==> config.mk <==
export PLATFORM = sky130hd
export DESIGN_NAME = pfb_ctrl
export DESIGN_NICKNAME = d
export VERILOG_FILES = /design/src/pfb_pkg.sv /design/src/pfb_ctrl.sv
export SDC_FILE = /design/constraint.sdc
export NUM_CORES = 1
export LEC_CHECK = 0
export BUFFER_PORTS_ARGS = -buffer_cell sky130_fd_sc_hd__buf_2
export CORE_AREA = 2 2 39 41
export CTS_BUF_LIST = sky130_fd_sc_hd__clkbuf_8
export CTS_CLUSTER_SIZE = 14
export DETAILED_ROUTE_END_ITERATION = 6
export DIE_AREA = 0 0 41 43
export SLEW_MARGIN = 20
export SYNTH_ARGS = -nofsm -noshare
export SYNTH_HDL_FRONTEND = slang
export SYNTH_SLANG_ARGS = --single-unit
==> constraint.sdc <==
create_clock -name clk -period 2.4 [get_ports clk]
set_input_delay 0.24 -clock clk [delete_from_list [all_inputs] [get_ports clk]]
set_output_delay 0.24 -clock clk [all_outputs]
set_load 0.05 [all_outputs]
==> src/pfb_pkg.sv <==
// ---------------------------------------------------------------------------
// Packed framebuffer fill package
// Shared types, constants and helpers for the packed-pixel frame store.
// ---------------------------------------------------------------------------
package pfb_pkg;

  localparam int unsigned STORE_BYTES_DEF   = 131072;
  localparam int unsigned MAX_DIMENSION_DEF = 1024;

  // Width of the full frame address arithmetic: row * pitch + byte offset
  // never reaches 2**22 for 11-bit dimensions.
  localparam int unsigned FA_W = 22;

  localparam int unsigned CFG_IDX_W  = 2;
  localparam int unsigned CFG_DATA_W = 11;

  localparam logic [CFG_IDX_W-1:0] REG_PIXEL_FORMAT = 2'd0;
  localparam logic [CFG_IDX_W-1:0] REG_IMAGE_WIDTH  = 2'd1;
  localparam logic [CFG_IDX_W-1:0] REG_IMAGE_HEIGHT = 2'd2;

  localparam logic [1:0] FMT_1BPP = 2'd0;
  localparam logic [1:0] FMT_2BPP = 2'd1;
  localparam logic [1:0] FMT_4BPP = 2'd2;

  localparam logic [7:0] MASK_1BPP = 8'h80;
  localparam logic [7:0] MASK_2BPP = 8'hC0;
  localparam logic [7:0] MASK_4BPP = 8'hF0;

  typedef struct packed {
    logic        mode;
    logic [9:0]  x_start;
    logic [9:0]  y_start;
    logic [10:0] x_end;
    logic [10:0] y_end;
    logic [3:0]  color;
    logic        abort_on_clip;
    logic [16:0] read_address;
  } pfb_in_t;

  typedef struct packed {
    logic [7:0]  read_data;
    logic [20:0] pixels_written;
    logic        clipped;
  } pfb_out_t;

  typedef enum logic [2:0] {
    ST_IDLE,
    ST_RD_ADDR,
    ST_RD_DONE,
    ST_SETUP,
    ST_ROW,
    ST_PIX,
    ST_MODIFY
  } pfb_state_t;

  // Commands from the controller to the datapath.
  typedef struct packed {
    logic load;
    logic read_issue;
    logic setup;
    logic row_start;
    logic next_row;
    logic skip_pix;
    logic set_clip;
    logic pix_read;
    logic pix_write;
    logic finish;
  } pfb_cmd_t;

  // Status from the datapath to the controller.
  typedef struct packed {
    logic y_in;
    logic y_oob;
    logic x_in;
    logic x_oob;
    logic addr_oob;
    logic abort;
  } pfb_status_t;

  // Left-aligned pixel mask for a format given as log2 of bits per pixel.
  function automatic logic [7:0] pix_base_mask(input logic [1:0] lg);
    logic [7:0] m;
    unique case (lg)
      FMT_1BPP: m = MASK_1BPP;
      FMT_2BPP: m = MASK_2BPP;
      default:  m = MASK_4BPP;
    endcase
    return m;
  endfunction

endpackage

==> src/pfb_ctrl.sv <==
// ---------------------------------------------------------------------------
// Packed framebuffer controller
// Sequences reads and the raster walk of a rectangle fill.
// ---------------------------------------------------------------------------
module pfb_ctrl import pfb_pkg::*; (
  input  logic        clk,
  input  logic        rst,
  input  logic        start,
  input  logic        read_req,
  input  pfb_status_t status,
  output logic        busy,
  output pfb_cmd_t    cmd
);

  pfb_state_t state, state_next;

  always_ff @(posedge clk) begin
    if (rst) begin
      state <= ST_IDLE;
    end else begin
      state <= state_next;
    end
  end

  always_comb begin
    state_next = state;
    cmd        = '0;
    unique case (state)
      ST_IDLE: begin
        if (start) begin
          cmd.load   = 1'b1;
          state_next = read_req ? ST_RD_ADDR : ST_SETUP;
        end
      end
      ST_RD_ADDR: begin
        cmd.read_issue = 1'b1;
        state_next     = ST_RD_DONE;
      end
      ST_RD_DONE: begin
        cmd.finish = 1'b1;
        state_next = ST_IDLE;
      end
      ST_SETUP: begin
        cmd.setup  = 1'b1;
        state_next = ST_ROW;
      end
      ST_ROW: begin
        priority if (!status.y_in) begin
          cmd.finish = 1'b1;
          state_next = ST_IDLE;
        end else if (status.y_oob) begin
          // Every remaining row lies below the image.
          cmd.set_clip = 1'b1;
          cmd.finish   = 1'b1;
          state_next   = ST_IDLE;
        end else begin
          cmd.row_start = 1'b1;
          state_next    = ST_PIX;
        end
      end
      ST_PIX: begin
        priority if (!status.x_in) begin
          cmd.next_row = 1'b1;
          state_next   = ST_ROW;
        end else if (status.x_oob) begin
          // The rest of the row lies right of the image.
          cmd.set_clip = 1'b1;
          if (status.abort) begin
            cmd.finish = 1'b1;
            state_next = ST_IDLE;
          end else begin
            cmd.next_row = 1'b1;
            state_next   = ST_ROW;
          end
        end else if (status.addr_oob) begin
          cmd.set_clip = 1'b1;
          if (status.abort) begin
            cmd.finish = 1'b1;
            state_next = ST_IDLE;
          end else begin
            cmd.skip_pix = 1'b1;
          end
        end else begin
          cmd.pix_read = 1'b1;
          state_next   = ST_MODIFY;
        end
      end
      ST_MODIFY: begin
        cmd.pix_write = 1'b1;
        state_next    = ST_PIX;
      end
      default: begin
        state_next = ST_IDLE;
      end
    endcase
  end

  assign busy = (state != ST_IDLE);

  a_read_then_write: assert property (@(posedge clk) disable iff (rst)
    cmd.pix_read |=> cmd.pix_write)
    else $error("pixel read not followed by its write");

  a_read_latency: assert property (@(posedge clk) disable iff (rst)
    (start && !busy && read_req) |=> ##1 cmd.finish)
    else $error("read request did not finish in two cycles");

  a_finish_idle: assert property (@(posedge clk) disable iff (rst)
    cmd.finish |=> !busy)
    else $error("controller still busy after finishing a request");

endmodule

==> results of run 1 <==
routing by layer:
layer	global-route usage, %	wire length (µm)
met1	15.02	379
met2	16.88	437
met3	1.571	66
met4	14.00	41
met5	0	0
metrics by stage:
stage	total power, W	util, %	hold slack (ns)	cell area (µm²)
after floorplan	0.0001161	-	0.3094	339.1
after global placement	0.0001346	31.74	0.4703	439.2
after detailed placement	0.0001354	31.74	0.4640	439.2
after global routing	0.0002959	34.99	0.2557	484.2
after CTS	0.0002824	34.99	0.2350	484.2
final	0.0002786	34.99	0.2408	484.2
worst paths after layout:
kind	to	slack, ns	cells past startpoint
worst min-delay path	state[2]	0.24	2
worst max register to register	state[1]	0.99	3
worst max-delay path	cmd[0]	0.55	4
worst min register to register	state[2]	0.68	2
power by group through the flow:
stage                     clock [W]  sequential [W]  combinational [W]
after floorplan                   0       0.0000558          0.0000603
after global placement            0       0.0000626          0.0000720
after detailed placement          0       0.0000628          0.0000726
after CTS                  0.000147       0.0000622          0.0000728
after global routing       0.000155       0.0000635          0.0000778
final                      0.000144       0.0000623          0.0000723
cell usage in the layout, fill, tap and decap left out, types with 2 or more instances in the layout:
master	n
a21oi_1	2
o31ai_1	2
nor3_1	2
nor2_1	5
clkbuf_8	3
buf_2	20
nor2b_1	4
inv_1	3
nand2b_1	4
dfxtp_1	3
cells by family (layout without fill, tap and decap cells):
logic type             after synthesis  after routing  share of synthesized area [%]
and+or+nand+nor                     23             23                          41.33
AOI/OAI and AO/OA                   13             13                          31.00
buffers and inverters                6             27                          9.962
DFF                                  3              3                          17.71
cell type report:
type                            count  share of cell area [%]
Clock buffer                        3                   8.527
Clock inverter                      1                  0.7752
Inverter                            3                   2.842
Multi-Input combinational cell     36                   50.65
Sequential cell                     3                   12.40
Tap cell                           16                   4.134
Timing Repair Buffer               20                   20.67
critical path, cell delays in order (launching register included):
cell and delay (ns):
dfxtp_1 0.55, nand4b_1 0.23, nor2_1 0.21, o2bb2ai_1 0.13
buf_2 0.28
==> flow_summary_export.csv, run 1 <==
group,metric,value,unit
worst_setup_path,setup.worst_path.end_class,"output port",
worst_hold_path,hold_path_class,"in2reg",
yosys,yosysWarnings,0,
die,die_x,41,µm
sta,drv_slew,0,
global_routing,grt_start_max_net_pins,15,
sta,max_slew.worst_pin.slew,0.4009,ns
yosys,synthArstFlopShare,0,%
yosys,synth_top_area_share,17.71,%
placement,dp_slack,0.7969,ns
power,seqPwrFrac,22.4,%
finish,multi_input_area,245.2,µm²
sta,rsz0062_at_grt,"false",
clock_network,cts_setup_buffers,0,
sta,fin_setup_tns,0,ns
drt,drtAntennaViolNets,0,
power,p_sw_share,32.99,%
die,ios,21,
finish,largest_register,"state",
worst_setup_path,r2r_start,"state[2]",
worst_setup_path,critPathArrivalTime,1.61,ns
yosys,syn_nets,55,
power,p_sw,0.00009190,W
finish,layout-drive-gt1-share,43.94,%
worst_setup_path,cp-start-kind,"register",
drt,first_pass_iters,4,
worst_setup_path,critPathMaxFanout,14,
finish,num_antenna_cells,0,
finish,n_fill_cell,155,
yosys,synth_cells,45,
worst_setup_path,crit_type,"reg2out",
clock_network,cts_resized,0,
clock_network,cts_tree,"yes",
finish,reg.largest.list,"state x3",
yosys,synthesis.area,339.1,µm²
drt,wl_per_cell,11.27,µm
power,clkPwrFrac,51.7,%
finish,area_delta_synth_final,42.80,%
global_routing,grt_overflow,0,
die,rows,14,
status,status,"finished, final reports clean",
power,leakage,0.2409,nW
global_routing,antenna_found_initial,0,
global_routing,grt_pass1_wl,1428,µm
finish,largest_reg_flops,3,
power,p_comb_share,26.0,%
yosys,avgSynthCellArea,7.535,µm²
clock_network,h-tree-depth,1,
power,power.internal,0.0001867,W
drt,wirelength,924,µm
clock_network,cts.sinks,3,
sta,fmax,540.8,MHz
power,power_density,575.4,nW/µm²
clock_network,cts_buffers,3,
global_routing,grt.total_usage,12.53,%
sta,hold_viol,0,
placement,dp.cells,78,
worst_hold_path,hold_start,"rst",
drt,viasPerCell,5.122,
placement,portBuffers,20,
clock_network,cts_buffer_depth,2,
yosys,yosysSeqAreaShare,17.71,%
sta,min_period,1.849,ns
die,fp.dieH,43,µm
die,core,1384,µm²
sta,fin_ws,0.5508,ns
sta,fin_crit_sh,77.05,%
yosys,ys_types,29,
clock_network,cts.clk_slew.worst_paths,0.03,ns
flow_run,max_cap_viol_count,0,
yosys,synth.most_common_cell,"nor2_1",
clock_network,clk_root_buffer_cell,"clkbuf_8",
drt,vias,420,
finish,final_cells,82,
sta,clock_skew,0.002430,ns
clock_network,cts_hold_buf,0,
drt,drt-initial-drc-count,5,
placement,gp_congestion,0.8266,
yosys,ys_ff_latch,3,
global_routing,first_global_vias,352,
placement,place_hpwl,701.7,µm
worst_setup_path,crit_start,"state[2]",
finish,fin_nets,77,
yosys,synth_top_flop_cell,"dfxtp_1",
yosys,synth_edf_count,0,
power,ir_drop,0.1956,mV
yosys,yosys.area.top_type,"dfxtp_1",
clock_network,clock_latency,0.22,ns
finish,register_area,60.06,µm²
die,dieArea,1763,µm²
yosys,netlist_top_cells_area,"dfxtp_1 18%, nand2b_1 7.4%, nor2b_1 7.4%",
sta,setup_viol,0,
yosys,ys_top_cells_by_count,"5 x nor2_1, 4 x nand2b_1, 4 x nor2b_1, 3 x dfxtp_1",
worst_setup_path,required,2.16,ns
die,start_util,24.50,%
sta,slew_headroom,73.24,%
drt,drc,0,
No activity file was read; power rests on OpenSTA's default activity.
==> run 2: changes to the inputs <==
Settings changed: ABC_AREA set to 1.
Clock period 2.4 ns to 1.6 ns, I/O delays scaled along.
==> run 2 against run 1 <==
  * Cell area up 7.2%
  * Highest routed layer unchanged
  * Critical path type unchanged
  * Critical path depth increased by 2
  * Synthesized cell count increased by 40%
==> flow_summary_export.csv, run 2 <==
group,metric,value,unit
status,status,"finished, final reports clean",
sta,setup_viol,0,
worst_setup_path,cp-start-kind,"register",
yosys,yosysWarnings,0,
sta,clock_skew,0.0006638,ns
yosys,synth_simple_gate_area_share,53.93,%
worst_setup_path,setup.worst_path.end_class,"output port",
global_routing,grt_overflow,0,
yosys,synthArstFlopShare,0,%
yosys,synth_top_family_by_area,"simple AND/OR/NAND/NOR gates",
worst_setup_path,crit_family,"flip-flops",
drt,wirelength,846,µm
global_routing,grt.total_usage,11.63,%
finish,num_antenna_cells,0,
power,clkPwrFrac,39.9,%
placement,dp.cells,99,
die,start_util,24.14,%
worst_setup_path,critPathMaxFanout,5,
yosys,ys_types,14,
worst_hold_path,hold_path_class,"in2reg",
yosys,ys_ff_latch,3,
yosys,synth_compound_area_share,8.989,%
drt,wl_per_cell,8.214,µm
worst_setup_path,cpPeakStageDelay,0.34,ns
clock_network,clk_root_buffer_cell,"clkbuf_8",
placement,gp_congestion,0.6649,
power,p_comb_share,40.8,%
power,leakage,0.3400,nW
power,power_density,1035,nW/µm²
drt,viasPerCell,4.146,
drt,drtAntennaViolNets,0,
yosys,yosysSeqAreaShare,17.98,%
yosys,synth.most_common_cell,"inv_1",
die,dieArea,1763,µm²
sta,fmax,669.5,MHz
finish,final_cells,103,
yosys,avgSynthCellArea,5.303,µm²
global_routing,antenna_found_initial,0,
power,ir_drop,0.5761,mV
drt,first_pass_iters,4,
yosys,syn_nets,73,
clock_network,cts_buffer_depth,2,
power,p_sw_share,41.70,%
clock_network,cts.sinks,3,
sta,min_period,1.494,ns
clock_network,cts_tree,"yes",
finish,largest_reg_flops,3,
sta,fin_hold_ws,0.1293,ns
yosys,synth_mux_area_share,0,%
worst_setup_path,path_cells,"inv_1 > nand3_2 > nor2_4 > o21ai_2 > o211ai_1 > buf_4",
worst_setup_path,critPathArrivalTime,1.33,ns
yosys,synth-xor-area-share,0,%
die,die_x,41,µm
yosys,synth_top_flop_cell,"dfxtp_1",
finish,fin_nets,98,
die,core,1384,µm²
finish,layout-drive-gt1-share,39.08,%
die,rows,14,
global_routing,first_global_vias,390,
clock_network,cts_buffers,3,
finish,area_delta_synth_final,55.43,%
sta,max_slew.worst_pin.slew,0.2504,ns
yosys,synthesis.area,334.1,µm²
global_routing,grt_start_max_net_pins,7,
global_routing,grt_pass1_wl,1400,µm
sta,drv_slew,0,
sta,hold_viol,0,
die,fp.dieH,43,µm
finish,largest_register,"state",
clock_network,h-tree-depth,1,
yosys,ys_top_cells_by_count,"17 x inv_1, 12 x nand2_1, 10 x nor2_1, 9 x nand3_1, 3 x dfxtp_1",
power,power.internal,0.0003134,W
clock_network,clock_latency,0.22,ns
finish,multi_input_area,224.0,µm²
clock_network,cts.clk_slew.worst_paths,0.03,ns
flow_run,max_cap_viol_count,0,
power,seqPwrFrac,19.4,%
drt,drc,0,
worst_setup_path,required,1.44,ns
finish,reg.largest.list,"state x3",
finish,layout.cells.most_common_list,"19 x buf_2, 18 x inv_1, 12 x nand2_1, 10 x nor2_1, 9 x nand3_1",
worst_setup_path,crit_type,"reg2out",
yosys,netlist_top_cells_area,"inv_1 19%, dfxtp_1 18%, nand3_1 13%",
worst_setup_path,crit_slowest_cell,"dfxtp_2",
power,p_sw,0.0002242,W
sta,slew_headroom,83.42,%
sta,fin_ws,0.1065,ns
placement,dp_slack,0.2551,ns
finish,n_fill_cell,153,
yosys,synth_top_area_share,19.10,%
worst_setup_path,path_buf_inv,2,
finish,register_area,63.81,µm²
yosys,synth_cells,63,
sta,rsz0062_at_grt,"false",
die,ios,21,
power,fin_total_pwr,0.0005376,W
drt,drt-initial-drc-count,6,
yosys,yosys.area.top_type,"inv_1",
drt,vias,427,
placement,portBuffers,20,
yosys,synth_edf_count,0,
yosys,synthAdderAreaFrac,0,%
placement,place_hpwl,719.2,µm
sta,fin_crit_sh,93.35,%
finish,mostFrequentLayoutCell,"buf_2",
run 2: changes by cell type in the layout (fill, tap and decap cells not counted), sizes merged, moves of 4 or more:
cell,delta
nor2,+8
nand2b,-4
inv,+14
nand2,+14
nor2b,-4
nand3,+9
run 2: worst register-to-register path: stages, from the launching register on:
cell and delay [ns]:
dfxtp_2 0.37, inv_1 0.08, nand3_2 0.10, inv_1 0.07
nand2_2 0.09, inv_1 0.06, a21oi_1 0.12, nor2_1 0.05
run 2: metrics by stage:
step           instance area (µm²)  utilization (%)  TNS [ns]
2_1_floorplan                346.6                -  -0.03329
3_5_place_dp                 466.7            33.73         0
4_1_cts                      511.7            36.98         0
3_3_place_gp                 466.7            33.73         0
5_1_grt                      519.2            37.52         0
6_report                     519.2            37.52         0
run 2: power groups by stage:
stage	clock network, W	logic, W	registers, W
finish	0.000214	0.000219	0.000104
global route	0.000221	0.000242	0.000106
CTS	0.000220	0.000219	0.000104
detailed placement	0	0.000218	0.000105
global placement	0	0.000217	0.000104
floorplan	0	0.000168	0.000103
run 2: cell families (layout without fill, tap and decap cells):
group	after synthesis	after routing
flip-flops	3	3
buffers and inverters	17	41
AO/OA/AOI/OAI	5	5
AND/OR/NAND/NOR	38	38
run 2: repair_timing:
item                       in CTS  in global routing
setup buffers                   0                  0
resized for setup               0                  3
setup endpoints to repair       0                  1
hold buffers                    0                  0
run 2: area by class of cell:
cell class / instances / area share (%)
clock buffer: 3 / 7.952
multi-input combinational: 43 / 43.13
tap: 16 / 3.855
clock inverter: 1 / 0.7229
timing repair buffer: 20 / 19.76
inverter: 17 / 12.29
sequential: 3 / 12.29
run 2: routing by layer:
layer / vias up / wire, µm / track usage [%] / share of wire [%]
met4: 0 / 20 / 8.000 / 2.4
met1: 173 / 364 / 14.42 / 43
met3: 2 / 54 / 3.141 / 6.4
li1: 241 / - / - / -
met5: - / 0 / 0 / 0
met2: 11 / 407 / 16.56 / 48
run 2: path summary, 6_finish.rpt:
check	startpoint	endpoint	slack, ns	depth (start not counted)
setup / recovery	state[1]	cmd[0]	0.11	6
hold / removal	rst	state[1]	0.13	2
setup reg to reg	state[1]	state[0]	0.56	7
hold reg to reg	state[1]	state[2]	0.67	4
